[config.mk]
export PLATFORM = sky130hd
export DESIGN_NAME = sorted_record_list
export DESIGN_NICKNAME = d
export VERILOG_FILES = /design/src/rtl/core/srl_pkg.sv /design/src/rtl/core/sorted_record_list.sv /design/src/rtl/core/srl_mem.sv
export SDC_FILE = /design/constraint.sdc
export NUM_CORES = 1
export LEC_CHECK = 0
export ABC_AREA = 1
export BUFFER_PORTS_ARGS = -buffer_cell sky130_fd_sc_hd__buf_2
export CAP_MARGIN = 20
export CELL_PAD_IN_SITES_DETAIL_PLACEMENT = 2
export CELL_PAD_IN_SITES_GLOBAL_PLACEMENT = 2
export CORE_MARGIN = 2
export CORE_UTILIZATION = 35
export DETAILED_ROUTE_END_ITERATION = 8
export PLACE_DENSITY = 0.67
export SETUP_SLACK_MARGIN = 0.1
export SYNTH_ARGS = -nofsm -noshare
export SYNTH_HDL_FRONTEND = slang
export SYNTH_SLANG_ARGS = --single-unit
[constraint.sdc]
create_clock -name clk_i -period 7.3 [get_ports clk_i]
set_clock_uncertainty 0.05 [all_clocks]
set_input_delay 0.365 -clock clk_i [delete_from_list [all_inputs] [get_ports clk_i]]
set_output_delay 0.365 -clock clk_i [all_outputs]
set_load 0.03 [all_outputs]
[src/rtl/core/srl_pkg.sv]
// ----------------------------------------------------------------------------
// srl_pkg: shared types and constants for the sorted record list
// Record, request and response layouts, action and status codes.
// ----------------------------------------------------------------------------
`default_nettype none

package srl_pkg;

  localparam int unsigned Capacity = 16;
  localparam int unsigned TagW     = 16;
  localparam int unsigned ScoreW   = 16;
  localparam int unsigned CountW   = 5;

  typedef enum logic [1:0] {
    ACT_INSERT = 2'd0,
    ACT_PUSH   = 2'd1,
    ACT_POP    = 2'd2,
    ACT_IGNORE = 2'd3
  } action_e;

  typedef enum logic [1:0] {
    ST_OK    = 2'd0,
    ST_FULL  = 2'd1,
    ST_EMPTY = 2'd2
  } status_e;

  typedef struct packed {
    logic [TagW-1:0]          tag;
    logic signed [ScoreW-1:0] score;
  } rec_t;

  typedef struct packed {
    logic [1:0]               action;
    logic [TagW-1:0]          record_tag;
    logic signed [ScoreW-1:0] record_score;
  } req_t;

  typedef struct packed {
    logic [TagW-1:0]          popped_tag;
    logic signed [ScoreW-1:0] popped_score;
    logic [1:0]               status;
    logic [CountW-1:0]        entry_count;
    logic                     is_empty;
  } rsp_t;

endpackage

`default_nettype wire

[src/rtl/core/sorted_record_list.sv]
// ----------------------------------------------------------------------------
// sorted_record_list: bounded table of tagged records in ascending score order
// Records live in a circular store addressed from a head pointer. Push and
// pop move the head; an ordered insert scans from the front, sliding each
// smaller record one slot towards the front, and drops the new record into
// the slot freed just ahead of the first record that is not smaller.
// ----------------------------------------------------------------------------
//
//  channel   | ports                         | handshake
//  ----------+-------------------------------+---------------------------------
//  request   | start, busy, req_i            | taken when start & !busy
//  response  | result_valid_o, rsp_o         | one-cycle strobe, no back-pressure
//
//  Push, any error and the ignored action are decided in the accept
//  cycle; a pop first passes through S_POP, and an insert stays in S_SCAN
//  until it reaches its slot, since the single read port of the store
//  visits one record per cycle. busy is high while a pop or insert runs.
//  Reset clears the registers but not the store, which needs no clearing.
//  The receiver cannot stall: each response is presented for one cycle.
// ----------------------------------------------------------------------------
`default_nettype none

module sorted_record_list #(
  parameter int unsigned CAPACITY = srl_pkg::Capacity
) (
  input  wire logic          clk_i,
  input  wire logic          rst_ni,
  input  wire logic          start,
  output logic               busy,
  input  wire srl_pkg::req_t req_i,
  output logic               result_valid_o,
  output srl_pkg::rsp_t      rsp_o
);
  import srl_pkg::*;

  localparam int unsigned AddrW = (CAPACITY > 1) ? $clog2(CAPACITY) : 1;
  localparam int unsigned CntW  = $clog2(CAPACITY + 1);
  localparam logic [AddrW-1:0] LastAddr = AddrW'(CAPACITY - 1);
  localparam logic [CntW-1:0]  FullCnt  = CntW'(CAPACITY);

  typedef enum logic [1:0] {
    S_IDLE,
    S_SCAN,
    S_POP
  } state_e;

  function automatic logic [AddrW-1:0] ptr_next(input logic [AddrW-1:0] p);
    return (p == LastAddr) ? '0 : p + AddrW'(1);
  endfunction

  function automatic logic [AddrW-1:0] ptr_prev(input logic [AddrW-1:0] p);
    return (p == '0) ? LastAddr : p - AddrW'(1);
  endfunction

  state_e           state_q, state_d;
  logic [AddrW-1:0] head_q, head_d;
  logic [CntW-1:0]  count_q, count_d;
  logic [AddrW-1:0] scan_ptr_q, scan_ptr_d;
  logic [CntW-1:0]  scan_idx_q, scan_idx_d;
  rec_t             new_rec_q, new_rec_d;
  rsp_t             rsp_q, rsp_d;
  logic             valid_q, valid_d;

  logic             mem_we;
  logic [AddrW-1:0] mem_waddr;
  rec_t             mem_wdata;
  logic [AddrW-1:0] mem_raddr;
  rec_t             mem_rdata;

  logic             accept;
  logic             full;
  logic             move_on;
  logic [1:0]       status;

  srl_mem #(
    .Depth (CAPACITY)
  ) u_mem (
    .clk_i   (clk_i),
    .we_i    (mem_we),
    .waddr_i (mem_waddr),
    .wdata_i (mem_wdata),
    .raddr_i (mem_raddr),
    .rdata_o (mem_rdata)
  );

  assign accept = start && (state_q == S_IDLE);
  assign full   = (count_q == FullCnt);
  // keep sliding while the record under the scan is strictly smaller
  assign move_on = (scan_idx_q < count_q) && (mem_rdata.score < new_rec_q.score);

  always_comb begin
    state_d    = state_q;
    head_d     = head_q;
    count_d    = count_q;
    scan_ptr_d = scan_ptr_q;
    scan_idx_d = scan_idx_q;
    new_rec_d  = new_rec_q;
    valid_d    = 1'b0;
    status     = ST_OK;
    rsp_d      = rsp_q;
    mem_we     = 1'b0;
    mem_waddr  = ptr_prev(head_q);
    mem_wdata  = '{tag: req_i.record_tag, score: req_i.record_score};
    mem_raddr  = head_q;

    unique case (state_q)
      S_IDLE: begin
        if (accept) begin
          rsp_d.popped_tag   = '0;
          rsp_d.popped_score = '0;
          unique case (action_e'(req_i.action))
            ACT_INSERT: begin
              if (full) begin
                status  = ST_FULL;
                valid_d = 1'b1;
              end else begin
                scan_ptr_d = head_q;
                scan_idx_d = '0;
                new_rec_d  = '{tag: req_i.record_tag, score: req_i.record_score};
                state_d    = S_SCAN;
              end
            end
            ACT_PUSH: begin
              if (full) begin
                status = ST_FULL;
              end else begin
                mem_we  = 1'b1;
                head_d  = ptr_prev(head_q);
                count_d = count_q + CntW'(1);
              end
              valid_d = 1'b1;
            end
            ACT_POP: begin
              if (count_q == '0) begin
                status  = ST_EMPTY;
                valid_d = 1'b1;
              end else begin
                state_d = S_POP;
              end
            end
            default: begin
              valid_d = 1'b1;
            end
          endcase
        end
      end

      S_SCAN: begin
        mem_we    = 1'b1;
        mem_waddr = ptr_prev(scan_ptr_q);
        if (move_on) begin
          // slide this record one slot towards the front and advance
          mem_wdata  = mem_rdata;
          mem_raddr  = ptr_next(scan_ptr_q);
          scan_ptr_d = ptr_next(scan_ptr_q);
          scan_idx_d = scan_idx_q + CntW'(1);
        end else begin
          mem_wdata = new_rec_q;
          head_d    = ptr_prev(head_q);
          count_d   = count_q + CntW'(1);
          valid_d   = 1'b1;
          state_d   = S_IDLE;
        end
      end

      S_POP: begin
        rsp_d.popped_tag   = mem_rdata.tag;
        rsp_d.popped_score = mem_rdata.score;
        head_d             = ptr_next(head_q);
        count_d            = count_q - CntW'(1);
        valid_d            = 1'b1;
        state_d            = S_IDLE;
      end

      default: begin
        state_d = S_IDLE;
      end
    endcase

    if (valid_d) begin
      rsp_d.status      = status;
      rsp_d.entry_count = CountW'(count_d);
      rsp_d.is_empty    = (count_d == '0);
    end
  end

  always_ff @(posedge clk_i or negedge rst_ni) begin
    if (!rst_ni) begin
      state_q    <= S_IDLE;
      head_q     <= '0;
      count_q    <= '0;
      valid_q    <= 1'b0;
      scan_ptr_q <= '0;
      scan_idx_q <= '0;
      new_rec_q  <= '0;
      rsp_q      <= '0;
    end else begin
      state_q    <= state_d;
      head_q     <= head_d;
      count_q    <= count_d;
      valid_q    <= valid_d;
      scan_ptr_q <= scan_ptr_d;
      scan_idx_q <= scan_idx_d;
      new_rec_q  <= new_rec_d;
      rsp_q      <= rsp_d;
    end
  end

  assign busy           = (state_q != S_IDLE);
  assign result_valid_o = valid_q;
  assign rsp_o          = rsp_q;

endmodule

`default_nettype wire

[src/rtl/core/srl_mem.sv]
// ----------------------------------------------------------------------------
// srl_mem: record store
// Single write port, single read port, read data registered.
// ----------------------------------------------------------------------------
`default_nettype none

module srl_mem #(
  parameter int unsigned Depth = srl_pkg::Capacity,
  localparam int unsigned AddrW = (Depth > 1) ? $clog2(Depth) : 1
) (
  input  wire logic              clk_i,
  input  wire logic              we_i,
  input  wire logic [AddrW-1:0]  waddr_i,
  input  wire srl_pkg::rec_t     wdata_i,
  input  wire logic [AddrW-1:0]  raddr_i,
  output srl_pkg::rec_t          rdata_o
);
  import srl_pkg::*;

  rec_t mem_q [Depth];
  rec_t rdata_q;

  always_ff @(posedge clk_i) begin
    if (we_i) begin
      mem_q[waddr_i] <= wdata_i;
    end
  end

  always_ff @(posedge clk_i) begin
    rdata_q <= mem_q[raddr_i];
  end

  assign rdata_o = rdata_q;

endmodule

`default_nettype wire

### Word level (Yosys, flattened, before mapping)

Memory sizes are Yosys's and may differ from the RTL's. A register that Yosys moved wholly into a read port is not among the register bits.
Cells that the tools add are included.

* bits in registers: 93
* memory bits (writable): 512
* input port bits: 37
* output and inout bits: 42
* word-level logic and storage cells: 112
* memories: 1

* add/subtract/negate cells: 7
* magnitude comparators: 2
* eq/ne operators: 16
* multiplexer cells: 54
* bitwise logic cells: 1
* reduce and logical (&&, ||, !) cells: 18

Memory list
* u_mem.mem_q: words 16, bits a word 32, read ports 1, clocked after memory_dff 1, wr ports 1, RTL line srl_mem.sv:20 `rec_t mem_q [Depth];`

Operators with widths (count)
* 32-bit two-way mux: 3
* 32-bit one-hot mux with 2 select lines: 1
* 4-bit two-way mux: 15
* 5-bit two-way mux: 8
* 16-bit less-than comparator: 1
* 5-bit one-hot mux with 3 select lines: 1
* 5-bit AND reduction: 3
* 2-bit two-way mux: 7
* 2-bit one-hot mux with 2 select lines: 3
* 4-bit one-hot mux with 3 select lines: 1
* 5-bit by 1-bit adder with 5-bit output (second input constant): 2
* 5-bit zero test: 2
* 1-bit two-way mux: 10
* 5-bit one-hot mux with 2 select lines: 1
* 4-bit by 1-bit adder with 4-bit output (second input constant): 2
* 4-bit == test (second input constant): 2
* 4-bit zero test: 2
* 2-bit != test (second input constant): 4
* 4-bit one-hot mux with 2 select lines: 1
* 4-bit by 1-bit subtractor with 4-bit output (second input constant): 2
* 3-bit != test (second input constant): 2
* 2-bit nonzero test: 3
* 5-bit == test (second input constant): 1
* 5-bit less-than comparator: 1
* 14 further kinds: 20

### Logic depth before layout (Yosys ltp)

* depth after elaboration: 7
* gate-level depth with buffers: 22

### Hierarchy

Synthesis repeated with hierarchy kept, for this count alone.

* cell total of the unflattened synthesis: 2809
* area total of the unflattened synthesis: 28165.8 µm²

By module, submodules not included
* srl_mem: instances 1, cells each 2120, area an instance 22730.6 µm², sequential area each 16015.4 µm²
* sorted_record_list: instances 1, cells each 689, area an instance 5435.2 µm², sequential area each 2327.2 µm²

### Worst setup path after synthesis

Ideal clock, no wire load.

* path type: reg2reg
* start: register count_q[0]
* end: memory u_mem.mem_q[0][0] (netlist bit), enable pin
* library setup time: 0.421 ns
* arrival time: 2.861 ns
* path slack: 3.968 ns
* stages on the path, launching flop included: 9
* clock period less this slack: 3.332 ns
* cell sequence: dfrtp_1 -> inv_1 -> ha_1 -> nand2_1 -> nor2_1 -> nor3_2 -> or2_2 -> nand3_1 -> nor2_1

* longest elaborated chain between the ends: 7

Ends and longest elaborated chain
* start, declared: RTL line sorted_record_list.sv:57 `logic [CntW-1:0] count_q, count_d;`
* start signal, assigned: RTL line sorted_record_list.sv:200 `count_q <= count_d;`
* 5-bit == test: RTL line sorted_record_list.sv:87 `assign full = (count_q == FullCnt);`
* 1-bit two-way mux: RTL line sorted_record_list.sv:124 `if (full) begin`
* 1-bit two-way mux: RTL line sorted_record_list.sv:111 `unique case (action_e'(req_i.action))`
* 1-bit two-way mux: RTL line sorted_record_list.sv:108 `if (accept) begin`
* 1-bit one-hot mux with 2 select lines: RTL line sorted_record_list.sv:106 `unique case (state_q)`
* 1-bit two-way mux: RTL line srl_mem.sv:24 `if (we_i) begin`
* 1-bit two-way mux (not written as such): RTL line srl_mem.sv:25 `mem_q[waddr_i] <= wdata_i;`
* end, declared: RTL line srl_mem.sv:20

Every way passes these cells.

### Final worst setup path

* start: register u_mem.rdata_o[7] (netlist name)
* end: register u_mem.rdata_o[2] (netlist name)

* longest elaborated chain between the ends: 4

Ends and longest elaborated chain
* 16-bit less-than comparator: RTL line sorted_record_list.sv:89 `assign move_on = (scan_idx_q < count_q) && (mem_rdata.score < new_rec_q.score);`
* 1-bit logical AND: RTL line sorted_record_list.sv:89
* 4-bit two-way mux: RTL line sorted_record_list.sv:151 `if (move_on) begin`
* 4-bit two-way mux: RTL line sorted_record_list.sv:106

Every way passes these cells.
A chain may end at the register's enable or synchronous reset.

==> metrics <==
type of destination of the critical path flip-flop; count of input and output buffers 78; filler cell count between 8000 and 9000; Tcrit/Tclk final 67.1%; PD cells around 500 nW/um^2; sum of negative setup slack 0 ns; core region area roughly 79000 um^2; area of combinational cells with multiple inputs roughly 8000 um^2; max capacitance violation total 0; critical path arrival 5.35 ns; buffer type at the clock tree root sky130_fd_sc_hd__clkbuf_16; total routing usage reported by global routing 23.2%; r2r setup slk between 2 and 2.5 ns; num rows between 100 and 150; HP Class input pin to flip-flop; routed length on met3 ~4300 um; Least-Margin Pin Slew around 1.1 ns; CTS buffer count 73; vias in the first global route 22400; Total Power between 15 and 20 mW; required time at the worst-slack endpoint a little under 8 ns; effective utilization at floorplan between 30% and 40%; average wire per standard cell roughly 25 um; initial antenna violation count 1; most used flip-flop cell after synthesis sky130_fd_sc_hd__edfxtp_1; uppermost metal layer occupied by signal nets met4; number of instances in the synthesized netlist approximately 2700; count of final setup violators 0; setup repair after global routing missed its margin false; crit start category flip-flop; vertical die dimension approximately 290 um; clock-pin slew of the registers on the worst-case setup and hold paths 0.06 ns; final net count approximately 2800; Hold Slack roughly 0.026 ns; Net Count, Synth 2746; highest clock rate between 200 and 250 MHz; maximum root-to-sink buffer count 3; max-slew violation total from the final report 0; register bit count reported by yosys 637; Mapped Area between 20000 and 30000 um^2; HPWL after detailed placement roughly 53000 um; DRC 0; post-synth cell types 36; list of most frequent post-synthesis cells 687 x sky130_fd_sc_hd__nand2_1, 537 x sky130_fd_sc_hd__nand3_1, 512 x sky130_fd_sc_hd__edfxtp_1, 288 x sky130_fd_sc_hd__inv_1, 112 x sky130_fd_sc_hd__buf_2; Met2 Wirelength 46200 um; area of the die between 80000 and 90000 um^2; status completed; I/O pin cnt approximately 80; share of the yosys chip area belonging to registers 65.4%; Area Overhead vs Synth 14.7%; aggregate global routing overflow 0; post-synth top area share 54.9%; number of search-and-repair iterations in the first detailed-routing pass 5; number of enable flip-flop cells after synthesis ~510; vias between 20000 and 25000; max_slew headroom between 20 and 30%; gp weighted congestion 0.800; number of H-tree levels 3; global-route wire length before repair approximately 140000 um; largest net degree at the start of global routing 170; largest cells by area after synthesis sky130_fd_sc_hd__edfxtp_1 55%, sky130_fd_sc_hd__nand3_1 9.6%, sky130_fd_sc_hd__nand2_1 9.2%; async set-reset flop share out of synthesis 14.6%; TritonCTS clock tree built; Crit Path Max Fanout between 100 and 150; Final Hold Vio Count 0; 1st-iter DRT viols roughly 1400; top-count cell post-synth sky130_fd_sc_hd__nand2_1; clock insertion delay at the later pin of the skew report 0.63 ns; post-route antenna net violation count 0; Reg area around 18000 um^2; number of sinks on the clock net ~640; Chip Width between 200 and 300 um; post-layout minimum cycle time about 4.9 ns; WL met1 43000 um; fraction of layout cells with a size suffix above 1 approximately a tenth; per-instance average area after synthesis 10.5 um^2; Yosys Warn Count 0; average via count per standard cell 5.36; Peak VDD IR approximately 0.37 mV; library cell occupying the most area in the post-synthesis netlist sky130_fd_sc_hd__edfxtp_1; total wire length after detailed routing between 90000 and 100000 um; leakage power of the design 13.2 nW; critical path start-end classification flip-flop to flip-flop
## what timing repair did
item,CTS,global route
hold buffers,24,0
buffers inserted,0,0
gates resized for setup,0,0
hold endpoints to repair,47,0
## routing by layer
metal,GRT usage (%),vias to the layer above
met2,38.7,468
met1,31.3,10800
met3,3.27,127
met5,0,-
li1,-,9288
met4,6.82,0
## registers in the layout, indices dropped and copies added, names as in the netlist
register	cells
state_q	2
rsp_o	40
new_rec_q	32
head_q	4
scan_ptr_q	4
scan_idx_q	5
u_mem.rdata_o	32
result_valid_o	1
count_q	5
u_mem.mem_q	512
## kinds of logic (layout without fill, tap and decap cells)
logic type	after synthesis	after routing	share of synthesized area, %
buffers and inverters	455	590	7.06
other	0	1	0
AO/OA/AOI/OAI	172	172	3.61
adder cells (fa/ha/maj)	27	27	1.21
AND/OR/NAND/NOR	1386	1386	22.5
flip-flops	637	637	65.4
XOR/XNOR	5	5	0.156
## layout make-up
class,instances,area share (%)
clock buffers,100,6.28
well taps,1050,4.09
clock inverters,34,0.899
flip-flops and latches,637,57.0
multi-input cells,1590,24.7
repair buffers,164,3.60
diodes,1,0.00778
inverters,292,3.42
## worst max-delay path, stage by stage, from the launching register on
cell	delay, ns
sky130_fd_sc_hd__dfxtp_1	0.50
sky130_fd_sc_hd__ha_1	0.32
sky130_fd_sc_hd__a21oi_1	0.18
sky130_fd_sc_hd__o21a_1	0.16
sky130_fd_sc_hd__nand2_1	0.08
sky130_fd_sc_hd__nand2_1	0.21
sky130_fd_sc_hd__nand2_1	0.08
sky130_fd_sc_hd__nand2_1	0.15
sky130_fd_sc_hd__nand4_4	0.42
sky130_fd_sc_hd__nand2_8	0.64
sky130_fd_sc_hd__nand2_8	0.58
sky130_fd_sc_hd__buf_12	0.55
sky130_fd_sc_hd__nand2_1	0.16
sky130_fd_sc_hd__nand2_1	0.06
sky130_fd_sc_hd__nand2_1	0.06
sky130_fd_sc_hd__nand3_1	0.10
sky130_fd_sc_hd__nand3_1	0.13
sky130_fd_sc_hd__nand2_1	0.06
## path summary, 6_finish.rpt
kind                                  start          endpoint  cells after the start
hold reg to reg                    rsp_o[7]          rsp_o[7]                      2
max in group asynchronous            rst_ni         rsp_o[31]                      3
setup reg to reg           u_mem.rdata_o[7]  u_mem.rdata_o[2]                     17
hold / removal                    req_i[31]     new_rec_q[31]                      3
min in group asynchronous            rst_ni         rsp_o[12]                      2
setup / recovery           u_mem.rdata_o[7]  u_mem.rdata_o[2]                     17
## placed cells by master (no fill, tap or decap), types with 29 or more instances in the layout
master                        n
sky130_fd_sc_hd__nand2_1    685
sky130_fd_sc_hd__nand3_1    536
sky130_fd_sc_hd__edfxtp_1   512
sky130_fd_sc_hd__inv_1      286
sky130_fd_sc_hd__o21ai_0    103
sky130_fd_sc_hd__nand3b_1    97
sky130_fd_sc_hd__dfrtp_1     93
sky130_fd_sc_hd__buf_2       77
sky130_fd_sc_hd__clkbuf_16   74
sky130_fd_sc_hd__buf_4       59
sky130_fd_sc_hd__dfxtp_1     32
sky130_fd_sc_hd__nor2_1      29
## through the flow
stage          cell area, um^2  instances  utilization, %  setup slack, ns
3_5_place_dp             29600       3708            37.4             2.35
5_1_grt                  32200       3867            40.6             2.05
6_report                 32200       3868            40.6             2.40
4_1_cts                  32100       3866            40.6             2.35
2_1_floorplan            28000       2682               -             3.97
3_3_place_gp             29500       3704            37.3             2.45
## where the power goes
group | leakage (nW) | internal (mW) | switching, mW
Clock | 1.12 | 2.05 | 1.53
Sequential | 6.10 | 4.98 | 0.319
Combinational | 5.94 | 1.81 | 5.30
Total | 13.2 | 8.84 | 7.14
No activity file was read; power rests on OpenSTA's default activity.
